[config.mk]
export PLATFORM = sky130hd
export DESIGN_NAME = qutf8_decoder_unit
export DESIGN_NICKNAME = d
export VERILOG_FILES = /design/src/rtl/core/qutf8_pkg.sv /design/src/rtl/core/qutf8_stage.sv /design/src/rtl/core/qutf8_dec.sv /design/src/rtl/core/qutf8_decoder_unit.sv
export SDC_FILE = /design/constraint.sdc
export NUM_CORES = 1
export LEC_CHECK = 0
export BUFFER_PORTS_ARGS = -buffer_cell sky130_fd_sc_hd__buf_2
export CORE_MARGIN = 5
export CORE_UTILIZATION = 46
export DETAILED_ROUTE_END_ITERATION = 8
export PLACE_DENSITY_LB_ADDON = 0.12
export SYNTH_ARGS = -nofsm -noshare
export SYNTH_HDL_FRONTEND = slang
export SYNTH_HIERARCHICAL = 1
export SYNTH_SLANG_ARGS = --single-unit
[constraint.sdc]
create_clock -name aclk -period 2.34 [get_ports aclk]
set_clock_uncertainty 0.05 [all_clocks]
set_input_delay 0.468 -clock aclk [delete_from_list [all_inputs] [get_ports aclk]]
set_output_delay 0.468 -clock aclk [all_outputs]
set_load 0.05 [all_outputs]
[src/rtl/core/qutf8_pkg.sv]
package qutf8_pkg;

    // Raw-byte fallback base: a failed sequence maps its lead byte to RAW_BASE + byte.
    localparam logic [20:0] RAW_BASE = 21'h0EE000;

    localparam int unsigned CP_W    = 21;
    localparam int unsigned COUNT_W = 3;

    localparam int unsigned IN_TDATA_W  = 40;
    localparam int unsigned OUT_TDATA_W = 24;

    // Byte counts used for the consumed field.
    localparam logic [COUNT_W-1:0] LEN_ONE   = 3'd1;
    localparam logic [COUNT_W-1:0] LEN_TWO   = 3'd2;
    localparam logic [COUNT_W-1:0] LEN_THREE = 3'd3;
    localparam logic [COUNT_W-1:0] LEN_FOUR  = 3'd4;

    typedef struct packed {
        logic [COUNT_W-1:0] bytes_available;
        logic [7:0]         byte_fourth;
        logic [7:0]         byte_third;
        logic [7:0]         byte_second;
        logic [7:0]         byte_first;
    } window_t;

    typedef struct packed {
        logic [COUNT_W-1:0] bytes_consumed;
        logic [CP_W-1:0]    code_point;
    } result_t;

    localparam int unsigned WINDOW_W = $bits(window_t);
    localparam int unsigned RESULT_W = $bits(result_t);

endpackage

[src/rtl/core/qutf8_stage.sv]
module qutf8_stage #(
    parameter int unsigned WIDTH = 8
) (
    input  logic             aclk,
    input  logic             aresetn,
    input  logic             in_valid,
    output logic             in_ready,
    input  logic [WIDTH-1:0] in_data,
    output logic             out_valid,
    input  logic             out_ready,
    output logic [WIDTH-1:0] out_data
);

    logic             valid_reg;
    logic             valid_next;
    logic [WIDTH-1:0] data_reg;

    // The stage refills in the same cycle that its content leaves.
    assign in_ready   = !valid_reg || out_ready;
    assign valid_next = in_ready ? in_valid : valid_reg;

    always_ff @(posedge aclk) begin
        if (!aresetn) begin
            valid_reg <= 1'b0;
        end else begin
            valid_reg <= valid_next;
        end
    end

    always_ff @(posedge aclk) begin
        if (in_valid && in_ready) begin
            data_reg <= in_data;
        end
    end

    assign out_valid = valid_reg;
    assign out_data  = data_reg;

endmodule

[src/rtl/core/qutf8_dec.sv]
module qutf8_dec (
    input  qutf8_pkg::window_t win,
    output qutf8_pkg::result_t res
);

    logic [7:0] b0;
    logic [7:0] b1;
    logic [7:0] b2;
    logic [7:0] b3;
    logic       ge1;
    logic       ge2;
    logic       ge3;
    logic       ge4;
    logic       c1;
    logic       c2;
    logic       c3;
    logic       ok1;
    logic       ok2;
    logic       ok3;
    logic       ok4;

    assign b0 = win.byte_first;
    assign b1 = win.byte_second;
    assign b2 = win.byte_third;
    assign b3 = win.byte_fourth;

    // Counts of five to seven behave as four, so plain compares suffice.
    assign ge1 = (win.bytes_available >= 3'd1);
    assign ge2 = (win.bytes_available >= 3'd2);
    assign ge3 = (win.bytes_available >= 3'd3);
    assign ge4 = (win.bytes_available >= 3'd4);

    assign c1 = (b1[7:6] == 2'b10);
    assign c2 = (b2[7:6] == 2'b10);
    assign c3 = (b3[7:6] == 2'b10);

    assign ok1 = ge1 && (b0 <= 8'h7F);
    assign ok2 = ge2 && (b0 >= 8'hC2) && (b0 <= 8'hDF) && c1;

    assign ok3 = ge3 && c2 &&
                 (((b0 == 8'hE0) && (b1 >= 8'hA0) && (b1 <= 8'hBF)) ||
                  ((b0 >= 8'hE1) && (b0 <= 8'hEC) && c1) ||
                  ((b0 == 8'hED) && (b1 >= 8'h80) && (b1 <= 8'h9F)) ||
                  ((b0 >= 8'hEE) && (b0 <= 8'hEF) && c1));

    assign ok4 = ge4 && c2 && c3 &&
                 (((b0 == 8'hF0) && (b1 >= 8'h90) && (b1 <= 8'hBF)) ||
                  ((b0 >= 8'hF1) && (b0 <= 8'hF3) && c1) ||
                  ((b0 == 8'hF4) && (b1 >= 8'h80) && (b1 <= 8'h8F)));

    always_comb begin
        res.code_point     = qutf8_pkg::RAW_BASE + {13'd0, b0};
        res.bytes_consumed = qutf8_pkg::LEN_ONE;
        if (ok1) begin
            res.code_point = {13'd0, b0};
        end else if (ok2) begin
            res.code_point     = {10'd0, b0[4:0], b1[5:0]};
            res.bytes_consumed = qutf8_pkg::LEN_TWO;
        end else if (ok3) begin
            res.code_point     = {5'd0, b0[3:0], b1[5:0], b2[5:0]};
            res.bytes_consumed = qutf8_pkg::LEN_THREE;
        end else if (ok4) begin
            res.code_point     = {b0[2:0], b1[5:0], b2[5:0], b3[5:0]};
            res.bytes_consumed = qutf8_pkg::LEN_FOUR;
        end
    end

endmodule

[src/rtl/core/qutf8_decoder_unit.sv]
// Strict UTF-8 decoder with raw-byte fallback.
//
// The slave channel carries one window per transaction: up to four bytes and
// the count of valid bytes. The master channel returns one result per window:
// the decoded code point and the number of bytes consumed. Overlong forms,
// surrogates, values above U+10FFFF, bad lead or continuation bytes and
// truncated sequences all fail; a failure returns 0xEE000 plus the lead byte
// with one byte consumed.
//
// From an accepted transaction to m_tvalid, the window is captured in an
// input register, decoded by a short compare network and captured in the
// result register. With m_tready high, throughput is one transaction per cycle,
// set by the two register stages, each of which refills in the cycle it drains.
//
// Reset clears both stage valid flags; no result is pending afterward. When
// m_tready is low the result register holds, the input register fills behind
// it, and then s_tready drops until the master side takes a result.
module qutf8_decoder_unit (
    input  logic        aclk,
    input  logic        aresetn,
    input  logic        s_tvalid,
    output logic        s_tready,
    // [7:0] byte_first, [15:8] byte_second, [23:16] byte_third,
    // [31:24] byte_fourth, [34:32] bytes_available, [39:35] zero
    input  logic [39:0] s_tdata,
    output logic        m_tvalid,
    input  logic        m_tready,
    // [20:0] code_point, [23:21] bytes_consumed
    output logic [23:0] m_tdata
);

    qutf8_pkg::window_t win_in;
    qutf8_pkg::window_t win_q;
    qutf8_pkg::result_t res_d;
    qutf8_pkg::result_t res_q;
    logic               win_valid;
    logic               win_ready;

    assign win_in = qutf8_pkg::window_t'(s_tdata[qutf8_pkg::WINDOW_W-1:0]);

    qutf8_stage #(
        .WIDTH(qutf8_pkg::WINDOW_W)
    ) u_in_stage (
        .aclk     (aclk),
        .aresetn  (aresetn),
        .in_valid (s_tvalid),
        .in_ready (s_tready),
        .in_data  (win_in),
        .out_valid(win_valid),
        .out_ready(win_ready),
        .out_data (win_q)
    );

    qutf8_dec u_dec (
        .win(win_q),
        .res(res_d)
    );

    qutf8_stage #(
        .WIDTH(qutf8_pkg::RESULT_W)
    ) u_out_stage (
        .aclk     (aclk),
        .aresetn  (aresetn),
        .in_valid (win_valid),
        .in_ready (win_ready),
        .in_data  (res_d),
        .out_valid(m_tvalid),
        .out_ready(m_tready),
        .out_data (res_q)
    );

    assign m_tdata = res_q;

    // An accepted window is held in the input stage on the next cycle.
    a_accept_loads: assert property (@(posedge aclk) disable iff (!aresetn)
        $past(aresetn) && $past(s_tvalid && s_tready) |-> win_valid)
        else $error("accepted window not captured");

    a_count_range: assert property (@(posedge aclk) disable iff (!aresetn)
        m_tvalid |-> (res_q.bytes_consumed >= qutf8_pkg::LEN_ONE) &&
                     (res_q.bytes_consumed <= qutf8_pkg::LEN_FOUR))
        else $error("bytes_consumed out of range");

    // A single-byte result is either ASCII or a raw fallback value.
    a_single_byte: assert property (@(posedge aclk) disable iff (!aresetn)
        m_tvalid && (res_q.bytes_consumed == qutf8_pkg::LEN_ONE) |->
            (res_q.code_point <= 21'h00007F) ||
            (res_q.code_point[20:8] == qutf8_pkg::RAW_BASE[20:8]))
        else $error("single-byte result neither ASCII nor raw");

    a_three_byte: assert property (@(posedge aclk) disable iff (!aresetn)
        m_tvalid && (res_q.bytes_consumed == qutf8_pkg::LEN_THREE) |->
            (res_q.code_point >= 21'h000800) && (res_q.code_point <= 21'h00FFFF) &&
            ((res_q.code_point < 21'h00D800) || (res_q.code_point > 21'h00DFFF)))
        else $error("three-byte result overlong or surrogate");

    a_four_byte: assert property (@(posedge aclk) disable iff (!aresetn)
        m_tvalid && (res_q.bytes_consumed == qutf8_pkg::LEN_FOUR) |->
            (res_q.code_point >= 21'h010000) && (res_q.code_point <= 21'h10FFFF))
        else $error("four-byte result out of range");

endmodule

==> results.yml <==
run_status:
  status: "finished clean"
clock_tree:
  cts_buffers: 9
  htree_levels: 3
  post_cts_buffers: 0
  insertion_delay_ns: 0.33
  clk_path_buf_depth: 2
  cts_tree: "done"
  clock-root-buffer: "clkbuf_8"
  clk_pin_slew_ns: 0.06
  post_cts_resized: 0
  cts_hold_repair.buffers: 0
  cts.sinks: 61
global_routing:
  grt_first_pass_wirelength_um: 8580
  grt_use_met3_pct: 5.38
  grt_busiest_layer: "met2"
  overflow: 0
  grt_start_max_net_pins: 36
  grtUsageMet2_pct: 24.2
  grt_pass1_vias: 1752
  antenna_found_initial: 0
  use_met1_pct: 19.5
  grt_usage_pct: 15.7
finish:
  layout_commonest_cell: "buf_2"
  post_layout_nonfiller_instances: 330
  fin_nets: 297
  diodes: 0
  final_cell_mix: "buf_2, edfxtp_1, buf_4, a31oi_1, clkbuf_8"
  fin_util_pct: 59.6
  area_growth_pct: 24.7
  fill_cells: 463
  layout-drive-gt1-share_pct: 44.6
routing:
  wl_um: 5310
  wire_per_inst_um: 16.1
  vias: 1776
  drt_pre_antenna_iters: 4
  drt_iter0_drc: 146
  vias_per_cell: 5.38
  drc_errors: 0
  antenna_left: 0
logic_synthesis:
  ys_seq_area_share_pct: 68.5
  synth_top_area_share_pct: 67.0
  syn_area_um2: 2650
  ys_ff_latch: 61
  synthArstFlopShare_pct: 0
  ys_types: 50
  synth_fp_nets: 216
  avgSynthCellArea_um2: 15.4
  yosys_warnings: 6
  yosysTopAreaCell: "edfxtp_1"
  synth_area_leaders: "edfxtp_1, a31oi_1, nor4_1"
  synthCells: 172
  synth_edf_count: 59
  synth-main-ff-cell: "edfxtp_1"
sta:
  layout_min_cycle_time_ns: 2.17
  post-route-period-util_pct: 92.6
  hold_slack_ns: 0.256
  max_slew_margin_pct: 64.5
  finalSetupViolCount: 0
  slew_viol_final: 0
  hold_viol_final: 0
  rsz0062_at_grt: "false"
  tns_ns: 0
  clock.fmax_mhz: 461
  worstMarginPinSlew_ns: 0.531
floorplan:
  die_w_um: 85.8
  die_height_um: 85.8
  rows: 27
  initial_core_util_pct: 47.7
  die-area_um2: 7370
  io_pins: 70
  core_um2: 5540
pwr:
  finalPower_mw: 2.40
  powerDensity_nw_per_um2: 727
  leakagePower_nw: 1.24
  peakVddDrop_mv: 0.419
placement:
  dp_hpwl_um: 3890
  io_buffers: 64
  gp_congestion: 0.933
  post-place-cells: 314
flow_run:
  cap_violations: 0
setup_path:
  crit_path_end_kind: "flip-flop"
  cp_data_required_time_ns: 2.41
  critPathLaunchType: "flip-flop"
  worstPathArrival_ns: 2.24
  critPathKind: "flip-flop to flip-flop"
  crit_fanout: 13
hold_path:
  min_path_type: "primary input to flip-flop"
## synthesized netlist by cell type (all sizes together) (3+ instances only)
| cell type | count |
|---|---|
| o221a | 3 |
| and2 | 6 |
| buf | 7 |
| nand4 | 4 |
| o211a | 3 |
| o21bai | 5 |
| nor4b | 4 |
| nor3 | 3 |
| inv | 5 |
| nand2 | 3 |
| nor4 | 9 |
| a21oi | 3 |
| edfxtp | 59 |
| a31oi | 11 |
| o31ai | 5 |
| nor2 | 8 |
| nand2b | 3 |
## power by group
part,internal [mW],switching (mW)
clock network,0.474,0.370
registers,1.27,0.0272
logic,0.0900,0.171
total,1.83,0.568
## layer usage
metal,vias to the layer above,part of all wire [%],wire [um]
li1,879,-,-
met1,834,43,2260
met2,57,49,2580
met3,6,7.4,391
met4,0,1.4,76
met5,-,0,0
## through the flow
stage | setup WS [ns] | cell area [um2]
global placement | 0.212 | 3120
CTS | 0.196 | 3300
floorplan | 0.292 | 2650
detailed placement | 0.209 | 3120
finish | 0.172 | 3300
global route | 0.0986 | 3300
## worst max-delay path, cell delays in order (launching register included)
cell and delay, ns:
edfxtp_1 0.39, or4_1 0.53, a21o_1 0.35, a21o_4 0.31
o31ai_1 0.32
## flip-flops by register name (all words and copies together) (netlist names)
name                   flops
u_in_stage/out_valid       1
u_in_stage/out_data       35
u_out_stage/out_data      24
u_out_stage/out_valid      1
## logic make-up after synthesis
family                 count (synthesis)  share of synthesized area [%]
flip-flops                            61                           68.5
AND/OR/NAND/NOR                       49                           13.6
AO/OA/AOI/OAI                         48                           15.4
buffers and inverters                 14                           2.55
## layout make-up
| type | instances | area, um2 | share of cell area [%] |
|---|---|---|---|
| Clock inverter | 7 | 56.3 | 1.71 |
| Timing Repair Buffer | 79 | 433 | 13.1 |
| Clock buffer | 9 | 124 | 3.75 |
| Sequential cell | 61 | 1810 | 54.9 |
| Tap cell | 72 | 90.1 | 2.73 |
| Multi-Input combinational cell | 97 | 766 | 23.2 |
| Inverter | 5 | 18.8 | 0.569 |
## path summary, 6_finish.rpt
| path | start | endpoint | slack (ns) | depth (start not counted) |
|---|---|---|---|---|
| max | u_in_stage/out_data[0] | u_out_stage/out_data[2] | 0.17 | 4 |
| min | s_tdata[26] | u_in_stage/out_data[26] | 0.26 | 1 |
| max reg2reg | u_in_stage/out_data[0] | u_out_stage/out_data[2] | 0.17 | 4 |
| min reg2reg | u_in_stage/out_valid | u_out_stage/out_valid | 0.46 | 2 |
Note: power is estimated with default switching activity, not from simulation.
